===== config.mk =====
export PLATFORM = sky130hd
export DESIGN_NAME = mep_mac
export DESIGN_NICKNAME = d
export VERILOG_FILES = /design/src/design/mep_pkg.sv /design/src/design/mep_mac.sv
export SDC_FILE = /design/constraint.sdc
export NUM_CORES = 2
export LEC_CHECK = 0
export BUFFER_PORTS_ARGS = -buffer_cell sky130_fd_sc_hd__buf_2
export CORE_AREA = 2 2 304 456
export CTS_CLUSTER_DIAMETER = 40
export DETAILED_ROUTE_END_ITERATION = 8
export DIE_AREA = 0 0 306 458
export HOLD_SLACK_MARGIN = 0.02
export PLACE_DENSITY = 0.68
export SLEW_MARGIN = 25
export SYNTH_ARGS = -nofsm -noshare
export SYNTH_HDL_FRONTEND = slang
export SYNTH_SLANG_ARGS = --single-unit

===== constraint.sdc =====
create_clock -name clock -period 23.3 [get_ports clock]
set_input_delay 3.495 -clock clock [delete_from_list [all_inputs] [get_ports clock]]
set_output_delay 3.495 -clock clock [all_outputs]
set_load 0.02 [all_outputs]

===== src/design/mep_pkg.sv =====
// shared types, constants and fixed-point helpers for the mandelbrot escape pixel unit
`default_nettype none

package mep_pkg;

   localparam int TILE_DIM  = 512;
   localparam int IDX_W     = 9;
   localparam int CNT_W     = 9;
   localparam int GRAY_W    = 8;
   localparam int ZOOM_W    = 6;
   localparam int Q_W       = 64;
   localparam int FRAC_W    = 60;
   localparam int SUM_W     = Q_W + 2;
   localparam int LIMB_W    = 31;
   localparam int MAG_W     = 2 * LIMB_W;
   localparam int ACC_W     = 2 * MAG_W;
   localparam int NUM_PROD  = 3;
   localparam int NUM_PAIR  = 4;
   localparam int PHASE_W   = $clog2(NUM_PROD * NUM_PAIR + 1);
   localparam int CSR_IDX_W = 2;
   localparam int LOG_TILE  = $clog2(TILE_DIM);
   localparam int D_W       = ((IDX_W > LOG_TILE) ? IDX_W : LOG_TILE) + 2;
   localparam int SH_W      = D_W + Q_W;

   localparam logic [CNT_W-1:0]   MAX_ITER   = CNT_W'(400);
   localparam logic [CNT_W-1:0]   DARK_FROM  = CNT_W'(399);
   localparam logic [Q_W-1:0]     TWO_Q      = Q_W'(1) << (FRAC_W + 1);
   localparam logic [ACC_W:0]     ESC_LIMIT  = (ACC_W + 1)'(1) << (2 * FRAC_W + 2);
   localparam logic [PHASE_W-1:0] PHASE_LAST = PHASE_W'(NUM_PROD * NUM_PAIR);
   localparam logic [ZOOM_W-1:0]  ZOOM_FLIP  = ZOOM_W'(FRAC_W - 1);
   localparam logic [Q_W-1:0]     Q_MAX      = {1'b0, {(Q_W - 1){1'b1}}};
   localparam logic [Q_W-1:0]     Q_MIN      = {1'b1, {(Q_W - 1){1'b0}}};

   localparam logic [CSR_IDX_W-1:0] CSR_CENTER_RE = CSR_IDX_W'(0);
   localparam logic [CSR_IDX_W-1:0] CSR_CENTER_IM = CSR_IDX_W'(1);
   localparam logic [CSR_IDX_W-1:0] CSR_ZOOM      = CSR_IDX_W'(2);

   typedef struct packed {
      logic [IDX_W-1:0] row;
      logic [IDX_W-1:0] col;
   } req_type;

   typedef struct packed {
      logic [IDX_W-1:0]  out_row;
      logic [IDX_W-1:0]  out_col;
      logic [CNT_W-1:0]  escape_count;
      logic [GRAY_W-1:0] gray;
   } rsp_type;

   typedef enum logic [2:0] {
      ST_IDLE,
      ST_SETUP,
      ST_MAG,
      ST_MUL,
      ST_TEST,
      ST_DONE
   } state_type;

   typedef enum logic [1:0] {
      PROD_XX,
      PROD_YY,
      PROD_XY
   } prod_type;

   typedef struct packed {
      logic     clear;
      logic     issue;
      prod_type prod;
      logic [1:0] pair;
   } mac_ctl_type;

   // saturate a widened sum to the q3.60 range
   function automatic logic [Q_W-1:0] sat_q(input logic [SUM_W-1:0] sum);
      logic fits;
      fits = (&sum[SUM_W-1:Q_W-1]) || !(|sum[SUM_W-1:Q_W-1]);
      if (fits) begin
         return sum[Q_W-1:0];
      end else if (sum[SUM_W-1]) begin
         return Q_MIN;
      end else begin
         return Q_MAX;
      end
   endfunction

   function automatic logic [Q_W-1:0] sat_add(input logic [Q_W-1:0] base, input logic neg,
                                              input logic [Q_W-1:0] mag);
      logic [SUM_W-1:0] b_ext;
      logic [SUM_W-1:0] m_ext;
      b_ext = {{2{base[Q_W-1]}}, base};
      m_ext = {2'b00, mag};
      return sat_q(neg ? (b_ext - m_ext) : (b_ext + m_ext));
   endfunction

   // center + 2^-zoom * (idx - (tile-1)/2)
   function automatic logic [Q_W-1:0] coordinate(input logic [Q_W-1:0] center,
                                                 input logic [IDX_W-1:0] idx,
                                                 input logic [ZOOM_W-1:0] zoom);
      logic [D_W-1:0]    d;
      logic [D_W-1:0]    md;
      logic [SH_W-1:0]   wide;
      logic [Q_W-1:0]    mag;
      logic [ZOOM_W-1:0] s;
      d  = D_W'({idx, 1'b0}) - D_W'(TILE_DIM - 1);
      md = d[D_W-1] ? (~d + D_W'(1)) : d;
      s  = ZOOM_FLIP - zoom;
      wide = SH_W'(md) << s;
      if (zoom <= ZOOM_FLIP) begin
         mag = (|wide[SH_W-1:Q_W]) ? {Q_W{1'b1}} : wide[Q_W-1:0];
      end else begin
         mag = Q_W'(md) >> (zoom - ZOOM_FLIP);
      end
      return sat_add(center, d[D_W-1], mag);
   endfunction

endpackage

`default_nettype wire


===== src/design/mep_mac.sv =====
// shared limb multiplier with registered partial product and three product accumulators
`default_nettype none

module mep_mac (
   input  wire logic                        clock,
   input  wire logic                        reset,
   input  wire mep_pkg::mac_ctl_type        ctl,
   input  wire logic [mep_pkg::MAG_W-1:0]   mag_x,
   input  wire logic [mep_pkg::MAG_W-1:0]   mag_y,
   output logic      [mep_pkg::ACC_W-1:0]   acc_xx,
   output logic      [mep_pkg::ACC_W-1:0]   acc_yy,
   output logic      [mep_pkg::ACC_W-1:0]   acc_xy
);
   import mep_pkg::*;

   logic [MAG_W-1:0]  op_a;
   logic [MAG_W-1:0]  op_b;
   logic [LIMB_W-1:0] limb_a;
   logic [LIMB_W-1:0] limb_b;
   logic [MAG_W-1:0]  pp_in;
   logic [1:0]        shift_in;
   logic [MAG_W-1:0]  pp_ff;
   logic              pp_valid_ff;
   prod_type          pp_prod_ff;
   logic [1:0]        pp_shift_ff;
   logic [ACC_W-1:0]  pp_wide;
   logic [ACC_W-1:0]  acc_xx_ff, acc_xx_in;
   logic [ACC_W-1:0]  acc_yy_ff, acc_yy_in;
   logic [ACC_W-1:0]  acc_xy_ff, acc_xy_in;

   always_comb begin
      op_a     = (ctl.prod == PROD_YY) ? mag_y : mag_x;
      op_b     = (ctl.prod == PROD_XX) ? mag_x : mag_y;
      limb_a   = ctl.pair[1] ? op_a[MAG_W-1:LIMB_W] : op_a[LIMB_W-1:0];
      limb_b   = ctl.pair[0] ? op_b[MAG_W-1:LIMB_W] : op_b[LIMB_W-1:0];
      pp_in    = MAG_W'(limb_a) * MAG_W'(limb_b);
      shift_in = 2'(ctl.pair[1]) + 2'(ctl.pair[0]);
   end

   always_comb begin
      case (pp_shift_ff)
         2'd0:    pp_wide = ACC_W'(pp_ff);
         2'd1:    pp_wide = ACC_W'(pp_ff) << LIMB_W;
         default: pp_wide = ACC_W'(pp_ff) << (2 * LIMB_W);
      endcase
   end

   always_comb begin
      acc_xx_in = acc_xx_ff;
      acc_yy_in = acc_yy_ff;
      acc_xy_in = acc_xy_ff;
      if (ctl.clear) begin
         acc_xx_in = '0;
         acc_yy_in = '0;
         acc_xy_in = '0;
      end else if (pp_valid_ff) begin
         case (pp_prod_ff)
            PROD_XX: acc_xx_in = acc_xx_ff + pp_wide;
            PROD_YY: acc_yy_in = acc_yy_ff + pp_wide;
            default: acc_xy_in = acc_xy_ff + pp_wide;
         endcase
      end
   end

   always_ff @(posedge clock) begin
      if (reset) begin
         pp_valid_ff <= 1'b0;
      end else begin
         pp_valid_ff <= ctl.issue;
      end
   end

   always_ff @(posedge clock) begin
      pp_ff       <= pp_in;
      pp_prod_ff  <= ctl.prod;
      pp_shift_ff <= shift_in;
      acc_xx_ff   <= acc_xx_in;
      acc_yy_ff   <= acc_yy_in;
      acc_xy_ff   <= acc_xy_in;
   end

   assign acc_xx = acc_xx_ff;
   assign acc_yy = acc_yy_ff;
   assign acc_xy = acc_xy_ff;

endmodule

`default_nettype wire


After elaboration in Yosys (flattened, before gate mapping)
Index checks and enable logic that the tools add are counted.

Add/sub/neg operators: 4. $mul: 1. Equal/unequal tests: 3. Mux-type cells: 5. Bitwise gates (word level): 1. Reduce and logical (&&, ||, !) cells: 7.

Operators with widths (count): $add A124 B124 Y124 (3); $pmux W124 S2 (1); $mux W62 (2); $mul A31 B31 Y62 (1); $mux W31 (2); $eq A2 B1 Y1 const B (3); $logic_not A2 Y1 (3); $reduce_and A2 Y1 (3); $add A1 B1 Y2 (1); $reduce_or A2 Y1 (1); $not A1 Y1 (1).

Register bits: 439. Output and inout bits: 372.

Logic depth before layout (Yosys ltp)
Depth after elaboration: 4. Depth in mapped cells: 39. Depth with buffers taken out: 35.

Worst setup path before layout
Ideal clock, no wire load.

Path kind: input to register. From: in ctl[0] in the netlist's numbering. To: reg pp_ff[59]. Data arrival time: 12.053 ns. Path slack: 11.129 ns. Stages on the path: 36. Path buffers: 5. Cell sequence: clkbuf_1 -> clkbuf_1 -> clkbuf_1 -> nand3_1 -> o21ai_1 -> clkbuf_1 -> nor2_1 -> fa_1 -> inv_1 -> fa_1 -> inv_1 -> fa_1 -> inv_1 -> fa_1 -> inv_1 -> fa_1 -> fa_1 -> fa_1 -> inv_1 -> fa_1 -> inv_1 -> ha_1 -> clkbuf_1 -> nand4_1 -> or3_1 -> nor3_1 -> nor2b_1 -> o311a_1 -> a21oi_1 -> or4b_1 -> and3_1 -> nor2_1 -> a211oi_2 -> o21bai_1 -> a21oi_1 -> xnor2_1.

Longest elaborated chain between the ends: 2.

RTL lines: start, declared (line mep_mac.sv:7) `input wire mep_pkg::mac_ctl_type ctl,`; $mux W31 (line mep_mac.sv:35) `limb_b = ctl.pair[0] ? op_b[MAG_W-1:LIMB_W] : op_b[LIMB_W-1:0];`; $mul A31 B31 Y62 (line mep_mac.sv:36) `pp_in = MAG_W'(limb_a) * MAG_W'(limb_b);`; via pp_in[59] (line mep_mac.sv:20) `logic [MAG_W-1:0] pp_in;`; end signal, assigned (line mep_mac.sv:74) `pp_ff <= pp_in;`; end, declared (line mep_mac.sv:22) `logic [MAG_W-1:0] pp_ff;`.

The timed path passes the listed nets, and every way through them passes these cells. A chain may end at the register's enable or synchronous reset.

Final worst setup path
From: in ctl[1] in the netlist's numbering. To: reg pp_ff[56].

Longest elaborated chain between the ends: 2.

RTL lines: $mux W31 (line mep_mac.sv:34) `limb_a = ctl.pair[1] ? op_a[MAG_W-1:LIMB_W] : op_a[LIMB_W-1:0];`; $mul A31 B31 Y62 (line mep_mac.sv:36); via pp_in[56] (line mep_mac.sv:20).

The timed path passes the listed nets, and every way through them passes these cells.

==> metrics.md <==
| Metric | Value |
|---|---|
| First-pass GRT wire length | `484000 um` |
| Core Rows | `166` |
| Layout area overhead | `9.90%` |
| Most frequent CP cell | `fa_1` |
| Setup violators final | `0` |
| Buf/Inv on CP | `8` |
| CP Data Arrival Time | `approximately 14000 ps` |
| Vias per inst | `6.31` |
| Final Cycle Share | `0.576` |
| Setup tns final | `0 ps` |
| Critical Path RT | `roughly 24000 ps` |
| Sequential share of the synthesized area | `0.125` |
| Starting Density | `0.516` |
| Asr flop ratio synth | `0` |
| Most frequent cells in the layout | `nand2_1, inv_1, fa_1, nor2_1, a21oi_1` |
| Die width | `306 um` |
| IO Pins | `504` |
| Critical path class | `primary input to register` |
| RSZ-0062 raised after global routing | `no` |
| Post-route ant nets | `0` |
| Dominant synthesized flop cell | `dfxtp_1` |
| Post-CTS Setup Repair Bufs | `0` |
| Highest Clock Rate | `74.5 MHz` |
| CP Capture Type | `register` |
| Synth Net Count | `roughly 11000` |
| Adder-Cell Fraction of Synth Area | `0.351` |
| Final Max Slew Viols | `0` |
| Cell family with most CP delay | `adder cells` |
| Status | `completed` |
| Yosys cell types | `just under 100` |
| Final hold violation count | `0` |
| Worst hold-check path type | `register to register` |
| Number of flops mapped to enable cells by yosys | `0` |
| GRT Util Overall | `0.478` |
| Final net count | `11100` |
| CP Launch Type | `primary input` |
| Largest net degree at the start of global routing | `101` |
| Vias in the first global route | `72800` |
| Post_cts resized | `0` |
| Detailed Route WL | `339000 um` |
| Critical path fanouts, max | `between 70 and 80` |
| Main combinational cell family by area after synthesis | `adder cells` |
| Grt total ovfl | `0` |
| Full die area | `140000 um2` |
| Avg Inst Size Synth | `7.57 um2` |
| Deepest clock path buffer count | `3` |
| Post-Synth XOR/XNOR Area | `0.0499` |
| Vias | `around 72000` |
| Cts hold-fix bufs | `0` |
| CTS tree | `yes` |
| Compound-gate portion of the synthesized area | `0.187` |
| Worst path max stage delay | `1010 ps` |
| Cell taking the most area after synthesis | `fa_1` |
| Simple-gate portion of the synthesized area | `0.202` |
| Max-cap violations | `0` |
| Clock net sink count | `439` |
| Skew-Pair Late Insertion Delay | `roughly 760 ps` |
| Layout filler cell count | `approximately 13000` |
| Skew final | `around 82 ps` |
| RD Place Congestion | `1.10` |
| Slew headroom | `0.162` |
| Mapped cell area | `70200 um2` |
| Area fraction of the dominant cell type after synthesis | `0.239` |
| Initial antenna violation count | `31` |
| Routed len/inst | `29.9 um` |
| CORE AREA | `~140000 um2` |
| Buffers added on ports | `approximately 500` |
| Worst Tran Pin Value | `1250 ps` |
| Synth area leaders | `fa_1, dfxtp_1, ha_1` |
| TritonCTS buffer count | `82` |
| Synth warn | `0` |
| Post-synthesis mux area share | `0.00666` |
| Commonest non-fill, non-tap cell in the layout | `nand2_1` |
| Reg clk slew, reported paths | `~60 ps` |
| Drt pass-1 iters | `7` |
| Minimum clock period | `13420 ps` |
| Final HPWL DP | `around 280000 um` |
| Worst path slowest cell | `o21a_1` |
| Die H | `458 um` |
| Layout cells sized above 1 | `0.0937` |
| Drt first-iter violations | `6428` |
| Clk Tree Root Cell | `clkbuf_16` |
| Yosys reg bits | `439` |
| H-tree depth | `3` |
| Post-Synthesis Cells | `between 9000 and 10000` |
| # DRC | `0` |
routing by layer:
metal	vias up	GRT usage	part of all wire
li1	31300	-	-
met1	34100	0.450	0.30
met2	4255	0.772	0.45
met3	1891	0.137	0.096
met4	14	0.577	0.15
met5	-	0	0.00024
synthesized netlist by cell type, types with 107 or more instances:
library cell / n
fa_1: 840
xor2_1: 148
o21bai_1: 120
inv_1: 964
o21ai_0: 472
nor2_1: 849
xnor2_1: 252
nand4_1: 189
a21o_1: 177
nand2_1: 1713
dfxtp_1: 439
a21oi_1: 834
and2_1: 107
ha_1: 625
clkbuf_1: 442
nand3_1: 139
metrics by stage:
step | setup slack, ps | std cells | area (um2) | utilization | hold WS [ps]
4_1_cts | 10360 | 11300 | 77100 | 0.567 | 464
3_5_place_dp | 9650 | 11200 | 74200 | 0.546 | 458
2_1_floorplan | 11130 | 9277 | 70200 | - | 539
3_3_place_gp | 9750 | 11200 | 74200 | 0.545 | 455
5_1_grt | 9620 | 11300 | 77200 | 0.567 | 485
6_report | 9880 | 11300 | 77200 | 0.567 | 464
final cells by class:
| type | count | area, um2 | area share |
|---|---|---|---|
| Multi-Input combinational cell | 7381 | 56200 | 0.728 |
| Sequential cell | 439 | 8790 | 0.114 |
| Inverter | 964 | 3620 | 0.0469 |
| Timing Repair Buffer | 627 | 3470 | 0.0449 |
| Clock buffer | 100 | 2260 | 0.0293 |
| Tap cell | 1764 | 2210 | 0.0286 |
| Clock inverter | 52 | 612 | 0.00792 |
| Antenna cell | 20 | 50.0 | 0.000648 |
state kept, by name, summed over array words and instances (netlist names):
register,cells
pp_valid_ff,1
pp_ff,62
pp_prod_ff,2
acc_xy,124
acc_yy,124
pp_shift_ff,2
acc_xx,124
tightest hold or removal path, cell delays in order (launching register included):
cell and delay [ps]:
dfxtp_1 320, nand2_1 50, o21ai_1 50
kinds of logic after synthesis:
group | count (synthesis)
xor+xnor | 400
buf+inv | 1457
compound gates | 2155
fa+ha+maj | 1465
flops | 439
mux | 38
simple gates | 3323
worst paths after layout:
kind | from | endpoint | slack (ps) | depth (start not counted)
worst max-delay path | ctl[1] | pp_ff[56]$_DFF_P_ | 9880 | 32
worst max register to register | pp_shift_ff[0]$_DFF_P_ | acc_xy[119]$_SDFFE_PP0P_ | 16300 | 19
worst min-delay path | acc_xy[121]$_SDFFE_PP0P_ | acc_xy[121]$_SDFFE_PP0P_ | 460 | 2
worst min register to register | acc_xy[121]$_SDFFE_PP0P_ | acc_xy[121]$_SDFFE_PP0P_ | 460 | 2
Power is left out: the tool's default activity adds up to more than one toggle a clock period on the data nets, which glitch-free logic cannot reach.
